**src/design/trz_pkg.sv**
```systemverilog
// Shared types, widths, command codes and the setup multiply program of the
// triangle rasterizer. No dependencies; every other design file but trz_ram imports it.
`default_nettype none

package trz_pkg;

  // Frame size defaults
  localparam int DEF_FRAME_WIDTH  = 512;
  localparam int DEF_FRAME_HEIGHT = 512;

  // Field widths
  localparam int MODE_W  = 2;
  localparam int COORD_W = 16;
  localparam int DEPTH_W = 24;
  localparam int COLOR_W = 24;
  localparam int IDX_W   = 18;
  localparam int COUNT_W = 19;

  // Internal arithmetic widths
  localparam int DIFF_W  = 17;   // coordinate differences
  localparam int BOX_W   = 15;   // signed bounding box bounds in pixels
  localparam int PC_W    = 19;   // pixel center offsets in Q15.4
  localparam int DZ_W    = 25;   // signed depth differences
  localparam int EDGE_W  = 40;   // edge values and doubled area
  localparam int GRAD_W  = 48;   // depth gradient numerators
  localparam int ACC_W   = 64;   // depth numerator
  localparam int DEN_W   = 36;   // doubled area magnitude
  localparam int DIVD_W  = 60;   // dividend of the depth division
  localparam int HALF_W  = 20;   // split point of wide multiplicands
  localparam int MA_W    = 21;   // multiplier operand A
  localparam int MB_W    = 26;   // multiplier operand B
  localparam int MP_W    = MA_W + MB_W;
  localparam int WORD_W  = COLOR_W + DEPTH_W;

  // Command codes
  localparam logic [MODE_W-1:0] MODE_DRAW  = 2'd0;
  localparam logic [MODE_W-1:0] MODE_READ  = 2'd1;
  localparam logic [MODE_W-1:0] MODE_CLEAR = 2'd2;

  // Operand A selects
  localparam logic [3:0] A_E0X    = 4'd0;
  localparam logic [3:0] A_E0Y    = 4'd1;
  localparam logic [3:0] A_E1X    = 4'd2;
  localparam logic [3:0] A_E1Y    = 4'd3;
  localparam logic [3:0] A_DEN_LO = 4'd4;
  localparam logic [3:0] A_DEN_HI = 4'd5;
  localparam logic [3:0] A_N0_LO  = 4'd6;
  localparam logic [3:0] A_N0_HI  = 4'd7;
  localparam logic [3:0] A_N1_LO  = 4'd8;
  localparam logic [3:0] A_N1_HI  = 4'd9;

  // Operand B selects
  localparam logic [2:0] B_E1Y = 3'd0;
  localparam logic [2:0] B_DAY = 3'd1;
  localparam logic [2:0] B_DXS = 3'd2;
  localparam logic [2:0] B_DYS = 3'd3;
  localparam logic [2:0] B_DZA = 3'd4;
  localparam logic [2:0] B_DZB = 3'd5;
  localparam logic [2:0] B_CZ  = 3'd6;

  // Sum destinations
  localparam logic [2:0] D_NONE = 3'd0;
  localparam logic [2:0] D_DEN  = 3'd1;
  localparam logic [2:0] D_N0   = 3'd2;
  localparam logic [2:0] D_N1   = 3'd3;
  localparam logic [2:0] D_GX   = 3'd4;
  localparam logic [2:0] D_GY   = 3'd5;
  localparam logic [2:0] D_ACC  = 3'd6;

  localparam int MAC_STEPS = 16;

  typedef struct packed {
    logic [3:0] a_sel;
    logic [2:0] b_sel;
    logic       hi;     // shift product up by HALF_W
    logic       first;  // start a new sum
    logic       last;   // store the sum
    logic [2:0] dest;
  } mac_op_t;

  // Setup program: one product term per step
  function automatic mac_op_t mac_prog(input logic [3:0] step);
    mac_op_t op;
    op = '0;
    unique case (step)
      4'd0:  op = '{A_E0X,    B_E1Y, 1'b0, 1'b1, 1'b0, D_NONE};
      4'd1:  op = '{A_E0Y,    B_DAY, 1'b0, 1'b0, 1'b1, D_DEN};
      4'd2:  op = '{A_E0X,    B_DXS, 1'b0, 1'b1, 1'b0, D_NONE};
      4'd3:  op = '{A_E0Y,    B_DYS, 1'b0, 1'b0, 1'b1, D_N0};
      4'd4:  op = '{A_E1X,    B_DXS, 1'b0, 1'b1, 1'b0, D_NONE};
      4'd5:  op = '{A_E1Y,    B_DYS, 1'b0, 1'b0, 1'b1, D_N1};
      4'd6:  op = '{A_E0X,    B_DZA, 1'b0, 1'b1, 1'b0, D_NONE};
      4'd7:  op = '{A_E1X,    B_DZB, 1'b0, 1'b0, 1'b1, D_GX};
      4'd8:  op = '{A_E0Y,    B_DZA, 1'b0, 1'b1, 1'b0, D_NONE};
      4'd9:  op = '{A_E1Y,    B_DZB, 1'b0, 1'b0, 1'b1, D_GY};
      4'd10: op = '{A_DEN_LO, B_CZ,  1'b0, 1'b1, 1'b0, D_NONE};
      4'd11: op = '{A_DEN_HI, B_CZ,  1'b1, 1'b0, 1'b0, D_NONE};
      4'd12: op = '{A_N0_LO,  B_DZA, 1'b0, 1'b0, 1'b0, D_NONE};
      4'd13: op = '{A_N0_HI,  B_DZA, 1'b1, 1'b0, 1'b0, D_NONE};
      4'd14: op = '{A_N1_LO,  B_DZB, 1'b0, 1'b0, 1'b0, D_NONE};
      4'd15: op = '{A_N1_HI,  B_DZB, 1'b1, 1'b0, 1'b1, D_ACC};
    endcase
    return op;
  endfunction

endpackage

`default_nettype wire

```
**src/design/trz_div.sv**
```systemverilog
// Restoring divider for the interpolated depth: one quotient bit per cycle.
// Depends on trz_pkg for widths.
`default_nettype none

module trz_div
  import trz_pkg::*;
(
  input  logic              clk,
  input  logic              rst,
  input  logic              start,
  input  logic [DIVD_W-1:0] dividend,
  input  logic [DEN_W-1:0]  divisor,
  output logic              done,
  output logic [DEPTH_W-1:0] quot
);

  localparam int CW = $clog2(DEPTH_W);

  logic [DIVD_W-1:0] rem;
  logic [DIVD_W-1:0] dsh;
  logic [CW-1:0]     cnt;
  logic              busy;
  logic              ge;

  assign ge = rem >= dsh;

  always_ff @(posedge clk) begin
    if (rst) begin
      busy <= 1'b0;
      done <= 1'b0;
      cnt  <= '0;
    end else begin
      done <= 1'b0;
      if (start) begin
        busy <= 1'b1;
        cnt  <= '0;
      end else if (busy) begin
        cnt <= cnt + 1'b1;
        if (cnt == CW'(DEPTH_W - 1)) begin
          busy <= 1'b0;
          done <= 1'b1;
        end
      end
    end
  end

  // Quotient fits DEPTH_W bits, so start with the divisor aligned to its top bit
  always_ff @(posedge clk) begin
    if (start) begin
      rem <= dividend;
      dsh <= DIVD_W'(divisor) << (DEPTH_W - 1);
    end else if (busy) begin
      if (ge) rem <= rem - dsh;
      dsh  <= dsh >> 1;
      quot <= {quot[DEPTH_W-2:0], ge};
    end
  end

endmodule

`default_nettype wire

```
**config.mk**
```make
export PLATFORM = sky130hd
export DESIGN_NAME = trz_div
export DESIGN_NICKNAME = d
export VERILOG_FILES = /design/src/design/trz_pkg.sv /design/src/design/trz_div.sv
export SDC_FILE = /design/constraint.sdc
export NUM_CORES = 1
export LEC_CHECK = 0
export ABC_CLOCK_PERIOD_IN_PS = 7180
export BUFFER_PORTS_ARGS = -buffer_cell sky130_fd_sc_hd__buf_2
export CAP_MARGIN = 10
export CORE_UTILIZATION = 28
export CTS_CLUSTER_SIZE = 14
export DETAILED_ROUTE_END_ITERATION = 8
export PLACE_DENSITY_LB_ADDON = 0.3
export SLEW_MARGIN = 20
export SYNTH_ARGS = -nofsm -noshare
export SYNTH_HDL_FRONTEND = slang
export SYNTH_SLANG_ARGS = --single-unit
```
**constraint.sdc**
```tcl
create_clock -name clk -period 7.18 [get_ports clk]
set_clock_uncertainty 0.15 [all_clocks]
set_input_delay 0.359 -clock clk [delete_from_list [all_inputs] [get_ports clk]]
set_output_delay 0.359 -clock clk [all_outputs]
set_load 0.005 [all_outputs]
```
# ---- Word level (Yosys, flattened, before mapping)
# Cells that the tools add are included.
dict set report totals {
  register_bits 150
  latchBits 0
  ram_bits 0
  mem_bits_ro 0
  in_bits 99
  output_inout_bits 25
  elab_cells 28
  mem_count 0
}
dict set report op_classes {
  add_sub_neg 2
  mul 0
  n_div 0
  magnitude_cmp 1
  eq_ne 1
  shifts 0
  muxes 9
  bitwise_logic 2
  n_reduce_logical 6
}
# cell count
set ops {}
lappend ops {{$mux W60} 3}
lappend ops {{$mux W59} 2}
lappend ops {{$ge A60 B59 Y1} 1}
lappend ops {{$sub A60 B59 Y60} 1}
lappend ops {{$add A5 B1 Y5 const B} 1}
lappend ops {{$eq A5 B5 Y1 const B} 1}
lappend ops {{$mux W1} 4}
lappend ops {{$reduce_and A2 Y1} 2}
lappend ops {{$reduce_bool A2 Y1} 2}
lappend ops {{$reduce_or A3 Y1} 1}
lappend ops {{$not A1 Y1} 2}
lappend ops {{$reduce_or A2 Y1} 1}

# ---- Logic depth before layout (Yosys ltp)
dict set report depth {
  ltp_word 4
  mapped_depth 13
  mapped_depth_nobuf 13
}

# ---- Worst setup path after synthesis
# Ideal clock, no wire load.
dict set report synth_timing {
  path_type {register to register}
  from {register rem[9]}
  to {register rem[0] (enable)}
  setup_time_ns 0.569
  t_arrival_ns 6.681
  required_time_ns 6.461
  path_slack_ns -0.220
  stages_incl_launch_ff 12
  n_path_buf 1
  synth_period_minus_slack_ns 7.400
  path_cell_list {edfxtp_1 > ha_1 > buf_2 > nand3_2 > or3_1 > nor3_2 > o21ai_2 > a21boi_1 > o21a_1 > or4_4 > nand2_1 > o311ai_1}
}
dict set report synth_between {
  elab_chain_cells 3
}
# item line_no
set synth_lines {}
lappend synth_lines {{start, declared} trz_div.sv:19} ;# logic [DIVD_W-1:0] rem;
lappend synth_lines {{start signal, assigned} trz_div.sv:50} ;# rem <= dividend;
lappend synth_lines {{start signal, assigned} trz_div.sv:53} ;# if (ge) rem <= rem - dsh;
lappend synth_lines {{$ge A60 B59 Y1} trz_div.sv:25} ;# assign ge = rem >= dsh;
lappend synth_lines {{$reduce_bool A2 Y1 (no source line)} -}
lappend synth_lines {{$reduce_and A2 Y1 (no source line)} -}
# No other way between the ends.
# A chain may end at the register's enable or synchronous reset.

# ---- Final worst setup path
dict set report layout_timing {
  from {register dsh[8]}
  to {register rem[12] (enable)}
}
dict set report layout_between {
  elab_chain_cells 3
}
# item line_no
set layout_lines {}
lappend layout_lines {{start, declared} trz_div.sv:20} ;# logic [DIVD_W-1:0] dsh;
lappend layout_lines {{start signal, assigned} trz_div.sv:51} ;# dsh <= DIVD_W'(divisor) << (DEPTH_W - 1);
lappend layout_lines {{start signal, assigned} trz_div.sv:54} ;# dsh <= dsh >> 1;
lappend layout_lines {{$ge A60 B59 Y1} trz_div.sv:25}
lappend layout_lines {{$reduce_bool A2 Y1 (no source line)} -}
lappend layout_lines {{$reduce_and A2 Y1 (no source line)} -}
# No other way between the ends.

==> summary.md <==
| Metric | Value |
|---|---|
| Status | finished, final reports clean |
| Final WS setup | 2.86 ns |
| Dpl ws | 2.89 ns |
| Worst vdd ir | 0.178 mV |
| Post-CTS sizing | 0 |
| TNS Setup | 0 ns |
| P_sw | 1.57 mW |
| Chip Height | 189 microns |
| H-tree levels | 4 |
| Final nets | 1325 |
| Final Cycle Share | 60.1% |
| DRT Wirelength | 25900 microns |
| Clk pwr share | 23.3% |
| Switching Fraction | 39.2% |
| Mean post-synth cell area | 9.07 sq um |
| Peak Freq | 232 MHz |
| Routed Antenna Nets | 0 |
| Clk sinks | 150 |
| DP Area | 10800 sq um |
| Die width | 189 microns |
| Most common cell after layout, fill and taps aside | nand2_1 |
| Setup-failing EPs final | 0 |
| HPWL Detailed | 19200 microns |
| Full die area | 35600 sq um |
| Crit path time final | 4.32 ns |
| N_diodes | 0 |
| GRT Total Usage | 14.7% |
| Worst setup SP type | flop |
| Rows | 67 |
| CORE AREA | 33900 sq um |
| IO Count | 124 |
| Number of port buffers | 123 |
| Clock Pin Slew Worst Setup and Hold Paths | 0.07 ns |
| Hold Path Class | in2reg |
| Critical-path top delay cell | buf_4 |
| Post-synthesis sequential area ratio | 43.1% |
| WS Path Type | reg2reg |
| Post-synth cell types | 71 |
| Syn_nets | 1235 |
| DR pass1 iterations | 5 |
| Slew @ Worst Pin | 0.783 ns |
| Post-DR wirelength/cell | 15.9 microns |
| Final hold vios | 0 |
| CP top delay family | simple AND/OR/NAND/NOR gates |
| Clk_lat worst skew | 0.43 ns |
| Residual DRC | 0 |
| Tot Pwr | 4.00 mW |
| Top_reg_cell synth | edfxtp_1 |
| Async set-reset flop share out of synthesis | 0% |
| Num CTS Buffers | 17 |
| Critical-path cell list | inv_1 > ha_1 > nand3_2 > or3_1 > nor3_2 > o21ai_2 > a21boi_1 > o21a_1 > or4_4 > nand2_1 > o311ai_4 > buf_4 |
| Rel. slew slack | 47.8% |
| Most frequent cells in the layout | nand2_1 (143), buf_2 (122), edfxtp_1 (120) |
| First-pass GRT wire length | 41700 microns |
| CTS tree | yes |
| Post-synth EDFFs | 120 |
| Pins Over Slew Limit | 0 |
| Static Leak | 4.48 nW |
| P&R area growth vs syn | 16.7% |
| Layout cells sized above 1 | 16.0% |
| Post-Syn Instances | 1075 |
| Int Pwr | 2.44 mW |
| Fillers | 3586 |
| Initial antenna violation count | 0 |
| Largest net degree at the start of global routing | 74 |
| Post-CTS Setup Bufs | 0 |
| Vias in the first global route | 7907 |
| Maxcap violations | 0 |
| Post-CTS Hold Buffers | 1 |
| RePlAce Congestion | 0.869 |
| Clk Tree Root Cell | clkbuf_16 |
| Post-Syn Area | 9750 sq um |
| Worst EP arrival | 4.23 ns |
| Clk buf depth | 2 |
| CP endpoint kind | flop |
| Via-to-Cell Ratio | 4.98 |
| Pwr/cell area | 352 nW/um^2 |
| Worst Path Required | 7.09 ns |
| Unrepaired setup endpoints after global routing | no |
| Largest stage delay on the critical path | 0.73 ns |
| 1st-iter DRT viols | 628 |
| Fin area | 11400 sq um |
| Initial Util | 28.8% |
| Global route overflow | 0 |
| YS warnings | 0 |
| WHS | 0.0499 ns |
| Number of synthesized register bits | 150 |
| Combinational Power Share | 46.4% |
| Crit Path Max Fanout | 53 |
| Routed vias | 8096 |
| Buf/Inv on CP | 2 |
| Sequential Power Share | 30.3% |
-- power by group through the flow --
stage / clock network [mW] / logic (mW) / registers (mW)
final: 0.932 / 1.86 / 1.22
after global routing: 0.988 / 2.09 / 1.23
after CTS: 0.958 / 1.85 / 1.22
after detailed placement: 0 / 1.84 / 1.23
after global placement: 0 / 1.83 / 1.23
after floorplan: 0 / 1.42 / 1.22
-- synthesized netlist by cell type, types with 17 or more instances --
master | instances | area [sq um]
nand2_1 | 143 | 537
edfxtp_1 | 120 | 3600
nor2_1 | 91 | 342
o21ai_0 | 82 | 410
a21oi_1 | 79 | 395
inv_1 | 78 | 293
ha_1 | 60 | 751
clkbuf_1 | 46 | 173
o31ai_1 | 39 | 293
dfxtp_1 | 30 | 601
mux2i_1 | 27 | 270
xnor2_1 | 27 | 236
a21o_1 | 21 | 158
nand4_1 | 21 | 131
xor2_1 | 21 | 184
nor3_1 | 17 | 85.1
-- registers in the layout, indices dropped and copies added, names as in the netlist --
| signal | cells |
|---|---|
| cnt | 5 |
| rem | 60 |
| quot | 24 |
| busy | 1 |
| dsh | 59 |
| done | 1 |
-- layer usage --
layer | wire length, microns | global-route usage (%) | up-vias | part of all wire [%]
met3 | 1160 | 2.66 | 22 | 4.5
met2 | 11600 | 23.2 | 195 | 45
li1 | - | - | 4067 | -
met1 | 12800 | 20.7 | 3812 | 49
met4 | 365 | 3.94 | 0 | 1.4
met5 | 0 | 0 | - | 0
-- logic make-up after synthesis --
| logic type | share of synthesized area, % |
|---|---|
| AND/OR/NAND/NOR | 15.5 |
| adder cells (fa/ha/maj) | 7.90 |
| XOR/XNOR | 4.31 |
| flip-flops | 43.1 |
| multiplexers | 3.12 |
| buffers and inverters | 5.55 |
| AO/OA/AOI/OAI | 20.5 |
-- worst min-delay path, stage by stage --
cell and delay [ns]:
buf_2 0.07, nand2_1 0.04, o31ai_1 0.05
-- worst paths after layout --
check	from	end	slack (ns)	cells past startpoint
setup / recovery	dsh[8]$_SDFFE_PP0P_	rem[12]$_DFFE_PP_	2.86	12
hold reg to reg	quot[17]$_DFFE_PP_	quot[18]$_DFFE_PP_	0.29	0
hold / removal	divisor[30]	dsh[53]$_DFFE_PP_	0.05	3
setup reg to reg	dsh[8]$_SDFFE_PP0P_	rem[12]$_DFFE_PP_	2.86	12
-- area by class of cell --
type	instances	area, sq um	share of cell area, %
sequential	150	4200	36.9
timing repair buffer	131	684	6.01
tap	448	561	4.92
multi-input combinational	786	5030	44.2
clock inverter	10	105	0.923
clock buffer	22	508	4.46
inverter	79	297	2.60
-- through the flow --
step	instances	util [%]
final	1626	33.6
after global routing	1626	33.6
after CTS	1626	33.6
after detailed placement	1593	31.8
after global placement	1593	31.8
after floorplan	1075	-
Note: power is estimated with default switching activity, not from simulation.
